**src/sacm_ram.sv**
```systemverilog
// generic single-port-write, single-port-read ram with registered read data
// no dependencies
`default_nettype none

module sacm_ram #(
	parameter int WIDTH = 8,
	parameter int DEPTH = 16,
	localparam int AW = (DEPTH > 1) ? $clog2(DEPTH) : 1
) (
	input  logic             clk,
	input  logic             we,
	input  logic [AW-1:0]    waddr,
	input  logic [WIDTH-1:0] wdata,
	input  logic             re,
	input  logic [AW-1:0]    raddr,
	output logic [WIDTH-1:0] rdata
);

	logic [WIDTH-1:0] mem [DEPTH];

	// write port and registered read port; read data holds while re is low
	always_ff @(posedge clk) begin
		if (we) begin
			mem[waddr] <= wdata;
		end
		if (re) begin
			rdata <= mem[raddr];
		end
	end

endmodule

`default_nettype wire

```
**config.mk**
```make
export PLATFORM = sky130hd
export DESIGN_NAME = sacm_ram
export DESIGN_NICKNAME = d
export VERILOG_FILES = /design/src/sacm_ram.sv
export SDC_FILE = /design/constraint.sdc
export NUM_CORES = 1
export LEC_CHECK = 0
export ABC_AREA = 1
export ABC_CLOCK_PERIOD_IN_PS = 1400
export CORE_MARGIN = 4
export CORE_UTILIZATION = 59
export CTS_CLUSTER_SIZE = 40
export DETAILED_ROUTE_END_ITERATION = 12
export DONT_BUFFER_PORTS = 1
export PLACE_DENSITY_LB_ADDON = 0.05
export SYNTH_ARGS = -nofsm -noshare
export SYNTH_HDL_FRONTEND = slang
export SYNTH_SLANG_ARGS = --single-unit
```
**constraint.sdc**
```tcl
create_clock -name clk -period 1.4 [get_ports clk]
set_input_delay 0.07 -clock clk [delete_from_list [all_inputs] [get_ports clk]]
set_output_delay 0.07 -clock clk [all_outputs]
set_load 0.005 [all_outputs]
```
==> results.sh, run 1 <==
export IMPL_cp_startpoint="raddr[1]"
export IMPL_grt_pass1_vias=3719
export IMPL_nets=600
export IMPL_vias_per_cell=5.43
export IMPL_r2r_slack_ns=0.21
export IMPL_cts_root_buf="clkbuf_8"
export IMPL_relSlewSlack_pct=41.9
export IMPL_vias=3944
export IMPL_antenna_found_initial=3
export IMPL_place_area_um2=6050
export IMPL_ir_drop_mv=0.905
export IMPL_yosys_area_top_type="edfxtp_1"
export IMPL_max_freq_mhz=757
export IMPL_tightest_slew_ns=0.869
export IMPL_numPortBuffers=0
export IMPL_fill_cells=728
export IMPL_synth_mux_area_share_pct=0
export IMPL_clkLatencyLatePin_ns=0.52
export IMPL_min_delay_path_depth=4
export IMPL_hpwl_mm=7.86
export IMPL_die_y_um=108
export IMPL_post_drt_wl_per_cell_um=18.6
export IMPL_grt_max_degree=66
export IMPL_ios=27
export IMPL_drt_total_wl_mm=13.6
export IMPL_leakage_uw=0.00291
export IMPL_drv_cap=0
export IMPL_synth_top_family_by_area="simple AND/OR/NAND/NOR gates"
export IMPL_start_util_pct=60.1
export IMPL_post_cts_setup_buffer_count=0
export IMPL_areaGrowthSynthToFinish_pct=16.8
export IMPL_drt_iter0_markers=329
export IMPL_grt_pass1_wl_mm=20.9
export IMPL_rsz0062_at_grt="false"
export IMPL_yosysTopAreaCellShare_pct=69.8
export IMPL_drive_above_1_share_pct=8.94
export IMPL_synth_cell_types=11
export IMPL_finish_instance_area_um2=6830
export IMPL_dieArea_um2=11600
export IMPL_critPathMaxFanout=17
export IMPL_worstHoldStart="raddr[1]"
export IMPL_synth_compound_area_share_pct=0
export IMPL_slew_viol_final=0
export IMPL_final_setup_tns_ns=0
export IMPL_synth_adder_area_share_pct=0
export IMPL_netlist_area_um2=5850
export IMPL_syn_mean_instance_area_um2=10.6
export IMPL_clock_path_buffers=2
export IMPL_path_clk_slew_ns=0.06
export IMPL_ant_nets=0
export IMPL_whs_ns=-0.0454
export IMPL_cts_sinks=136
export IMPL_min_to="rdata[2]"
export IMPL_period_share_pct=94.3
export IMPL_ys_seq_area_share_pct=69.8
export IMPL_final_cell_mix="173 x nand2_1, 136 x edfxtp_1, 100 x inv_1"
export IMPL_yosys_warnings=0
export IMPL_min_path_type="in2reg"
export IMPL_clock_skew_ns=0.00852
export IMPL_p_per_area_nw_per_um2=1460
export IMPL_worst_setup_path_type="in2reg"
export IMPL_end_kind="flip-flop"
export IMPL_status="finished with violations"
export IMPL_synthesis_nets=570
export IMPL_reg2reg_depth=6
export IMPL_cts_inserted_buffers=17
export IMPL_worstReg2RegStart="mem[13][0]"
export IMPL_reg2reg_to="rdata[0]"
export IMPL_rows=36
export IMPL_critPathRequiredTime_ns=1.79
export IMPL_post_cts_resized=0
export IMPL_finalSetupViolations=0
export IMPL_post_route_min_period_ns=1.32
export IMPL_track_usage_pct=25.4
export IMPL_die_w_um=108
export IMPL_synth_xor_area_share_pct=0
export IMPL_route_detailed_drc=0
export IMPL_synth_cells=551
export IMPL_start_kind="primary input"
export IMPL_synthSimpleGateAreaFrac_pct=20.8
export IMPL_hold_violations=5
export IMPL_final_common_cell="nand2_1"
export IMPL_cts_tree="done"
export IMPL_gp_congestion=0.871
export IMPL_synth_area_leaders="edfxtp_1 70%, nand2_1 11%, nand3_1 8.3%"
export IMPL_fp_coreArea_um2=9730
export IMPL_h_tree_depth=4
export IMPL_grt_remaining_overflow=0
export IMPL_drt_pass1_iterations=5
export IMPL_violations="negative hold slack"
export IMPL_power_uw=9970
export IMPL_ys_seq_elements=136
export IMPL_crit_arrival_ns=1.71
-- kinds of logic (layout without fill, tap and decap cells) --
kind of cell | count (synthesis) | count (layout)
and+or+nand+nor | 289 | 289
DFF | 136 | 136
buffers and inverters | 126 | 168
other | 0 | 1
-- synth_stat cells --
master    count
buf_1         1
buf_2        13
buf_4         4
buf_6         6
edfxtp_1    136
inv_1       100
inv_2         2
nand2_1     173
nand3_1      97
nand3b_1      2
nor2_1       17
-- through the flow --
stage | util, % | setup slack, ns | cells
after global placement | 62.2 | 0.183 | 682
after global routing | 70.2 | 0.0880 | 726
after detailed placement | 62.2 | 0.149 | 682
after CTS | 69.9 | 0.127 | 724
final | 70.2 | 0.0795 | 727
after floorplan | - | 0.379 | 551
-- layer usage --
metal	vias up	share of wire (%)	wire length (um)	GRT usage [%]
li1	1849	-	-	-
met4	4	2.4	321	9.11
met1	1885	41	5520	34.2
met3	33	9.5	1290	8.88
met2	173	47	6390	38.5
met5	-	0.22	30	0
-- worst max-delay path by stage --
| stage | end | slack (ns) |
|---|---|---|
| floorplan | mem[10][0] | 0.38 |
| global placement | rdata[0] | 0.18 |
| detailed placement | rdata[0] | 0.15 |
| CTS | rdata[0] | 0.13 |
| global route | rdata[1] | 0.09 |
| finish | rdata[5] | 0.08 |
-- worst max-delay path, stage by stage --
cell and delay [ns]:
dlygate4sd3_1 1.11, nand3_1 0.17, nand3_1 0.14, nand3_1 0.12, nand2_1 0.08
-- cell type report --
| type | count | area [um^2] | area share, % |
|---|---|---|---|
| Antenna cell | 1 | 2.50 | 0.0367 |
| Tap cell | 133 | 166 | 2.44 |
| Clock buffer | 18 | 418 | 6.12 |
| Inverter | 102 | 383 | 5.61 |
| Multi-Input combinational cell | 289 | 1210 | 17.8 |
| Timing Repair Buffer | 35 | 333 | 4.87 |
| Clock inverter | 13 | 228 | 3.34 |
| Sequential cell | 136 | 4080 | 59.8 |
-- where the power goes --
part / switching, uW / internal (uW)
Sequential: 34.2 / 4590
Combinational: 343 / 163
Clock: 1610 / 3230
-- state kept, by name, indices dropped and copies added (netlist names) --
register and count:
mem 128, rdata 8
-- repair_timing --
action / 4_1_cts / 5_1_grt
endpoints found under the hold margin: 144 / 7
hold buffers: 11 / 2
endpoints found under the setup margin: 0 / 0
Note: power is estimated with default switching activity, not from simulation.
==> run 2, diff against run 1 <==
--- a/config.mk
+++ b/config.mk
@@ -12,7 +12,7 @@
 export CTS_CLUSTER_SIZE = 40
 export DETAILED_ROUTE_END_ITERATION = 12
 export DONT_BUFFER_PORTS = 1
-export PLACE_DENSITY_LB_ADDON = 0.05
+export PLACE_DENSITY = 0.76
 export SYNTH_ARGS = -nofsm -noshare
 export SYNTH_HDL_FRONTEND = slang
 export SYNTH_SLANG_ARGS = --single-unit
==> run 2 against run 1 <==
Net effect:
- the flow now finishes without violations
- die area unchanged
- wire length is 4.1% lower
- final cell count is 0.28% higher
- maximum frequency increased by 6.2%
- combinational power grew 3%
- flip-flop and latch count did not move
- clock power fell by 12%
- critical path type unchanged
- largest cell class unchanged
==> results.sh, run 2 (synthesis gave the netlist of run 1 again) <==
export IMPL_h_tree_depth=4
export IMPL_slew_viol_final=0
export IMPL_period_share_pct=88.8
export IMPL_status="finished clean"
export IMPL_path_cells="dlygate4sd3_1 -> nand2_1 -> nand3_1 -> nand3_1 -> nand3_1 -> nand2_1"
export IMPL_min_path_type="in2reg"
export IMPL_vias=3894
export IMPL_fill_cells=683
export IMPL_clkLatencyLatePin_ns=0.51
export IMPL_final_setup_tns_ns=0
export IMPL_cts_sinks=136
export IMPL_track_usage_pct=24.1
export IMPL_placed_cells=681
export IMPL_final_cell_mix="173 x nand2_1, 136 x edfxtp_1, 100 x inv_1"
export IMPL_end_kind="flip-flop"
export IMPL_post_drt_wl_per_cell_um=17.8
export IMPL_final_util_pct=69.5
export IMPL_max_freq_mhz=805
export IMPL_ir_drop_mv=1.12
export IMPL_hpwl_mm=7.54
export IMPL_grt_pass1_vias=3680
export IMPL_multi_input_area_um2=1210
export IMPL_route_detailed_drc=0
export IMPL_max_stage_delay_ns=0.95
export IMPL_grt_pass1_wl_mm=20.0
export IMPL_post_route_min_period_ns=1.24
export IMPL_finish_instance_area_um2=6770
export IMPL_die_w_um=108
export IMPL_hold_violations=0
export IMPL_vias_per_cell=5.34
export IMPL_fp_coreArea_um2=9730
export IMPL_nets=601
export IMPL_dieArea_um2=11600
export IMPL_crit_arrival_ns=1.50
export IMPL_largestRegisters="mem (128), rdata (8)"
export IMPL_gp_congestion=0.794
export IMPL_areaGrowthSynthToFinish_pct=15.7
export IMPL_rows=36
export IMPL_drive_above_1_share_pct=8.74
export IMPL_critPathTopFamily="buffers and inverters"
export IMPL_drv_cap=0
export IMPL_worst_setup_path_type="in2reg"
export IMPL_critPathMaxFanout=51
export IMPL_place_area_um2=6030
export IMPL_relSlewSlack_pct=51.4
export IMPL_detailedPlace_worstSlack_ns=0.194
export IMPL_ant_nets=0
export IMPL_rsz0062_at_grt="false"
export IMPL_critical_path_slowest_cell="dlygate4sd3_1"
export IMPL_die_y_um=108
export IMPL_grt_max_degree=52
export IMPL_final_common_cell="nand2_1"
export IMPL_setup_ws_ns=0.157
export IMPL_finalSetupViolations=0
export IMPL_antenna_found_initial=1
export IMPL_clock_path_buffers=2
export IMPL_drt_pass1_iterations=7
export IMPL_cts_root_buf="clkbuf_8"
export IMPL_ios=27
export IMPL_path_clk_slew_ns=0.06
export IMPL_grt_remaining_overflow=0
export IMPL_numPortBuffers=0
export IMPL_cts_tree="done"
export IMPL_cts_inserted_buffers=17
export IMPL_critPathRequiredTime_ns=1.66
export IMPL_largest_reg_flops=128
export IMPL_critPathBufInv=1
export IMPL_p_per_area_nw_per_um2=1390
export IMPL_start_kind="primary input"
export IMPL_leakage_uw=0.00289
export IMPL_crit_top_cell="nand3_1"
export IMPL_drt_total_wl_mm=13.0
export IMPL_clock_skew_ns=0.00466
export IMPL_start_util_pct=60.1
export IMPL_post_cts_resized=0
export IMPL_stdcell_count=729
export IMPL_drt_iter0_markers=441
export IMPL_tightest_slew_ns=0.726
export IMPL_largest_register="mem"
export IMPL_regArea_um2=4080
==> run 2: changes by cell type in the layout (fill, tap and decap cells not counted) <==
cell / delta
bufinv_16: -3
clkinv_1: +3
clkinv_2: +2
clkbuf_1: -1
clkinv_4: +1
clkinvlp_4: -1
dlygate4sd3_1: +1
==> run 2: repair_timing <==
action	CTS	global route
hold buffers	15	0
setup buffers	0	0
endpoints found under the setup margin	0	0
hold endpoints to repair	144	0
==> run 2: layer usage <==
layer	global-route usage, %	up-vias	wire [um]
met5	0	-	0
met4	7.21	0	227
met3	5.82	28	1430
met2	38.3	221	6340
met1	33.3	1801	5000
li1	-	1844	-
==> run 2: where the power goes <==
| part | internal [uW] | total [uW] | switching (uW) |
|---|---|---|---|
| Sequential | 4590 | 4620 | 29.8 |
| Combinational | 165 | 521 | 355 |
| Clock | 2680 | 4260 | 1580 |
| Total | 7430 | 9400 | 1970 |
==> run 2: cell type report <==
class,count,area share [%]
diodes,1,0.0370
clock inverters,15,2.37
inverters,102,5.66
repair buffers,36,5.07
clock buffers,17,6.12
flip-flops and latches,136,60.4
well taps,133,2.46
multi-input cells,289,17.9
==> run 2: stage by stage <==
step | power, uW | hold slack (ns)
3_5_place_dp | 5070 | 0.170
3_3_place_gp | 5060 | 0.170
2_1_floorplan | 5020 | 0.169
5_1_grt | 9670 | 0.0585
6_report | 9400 | 0.0192
4_1_cts | 9420 | 0.00693
==> run 2: final timing paths <==
kind	end	from	cells past startpoint	slack, ns
worst max-delay path	rdata[4]	raddr[0]	6	0.16
worst min-delay path	rdata[1]	raddr[0]	5	0.02
worst max register to register	rdata[3]	mem[1][3]	6	0.21
worst min register to register	rdata[7]	mem[6][7]	6	0.73
==> run 2: worst min-delay path, cell delays in order <==
cell and delay, ns:
nand2_1 0.05, nand3_1 0.06, nand3_1 0.08, nand3_1 0.09
nand2_1 0.06
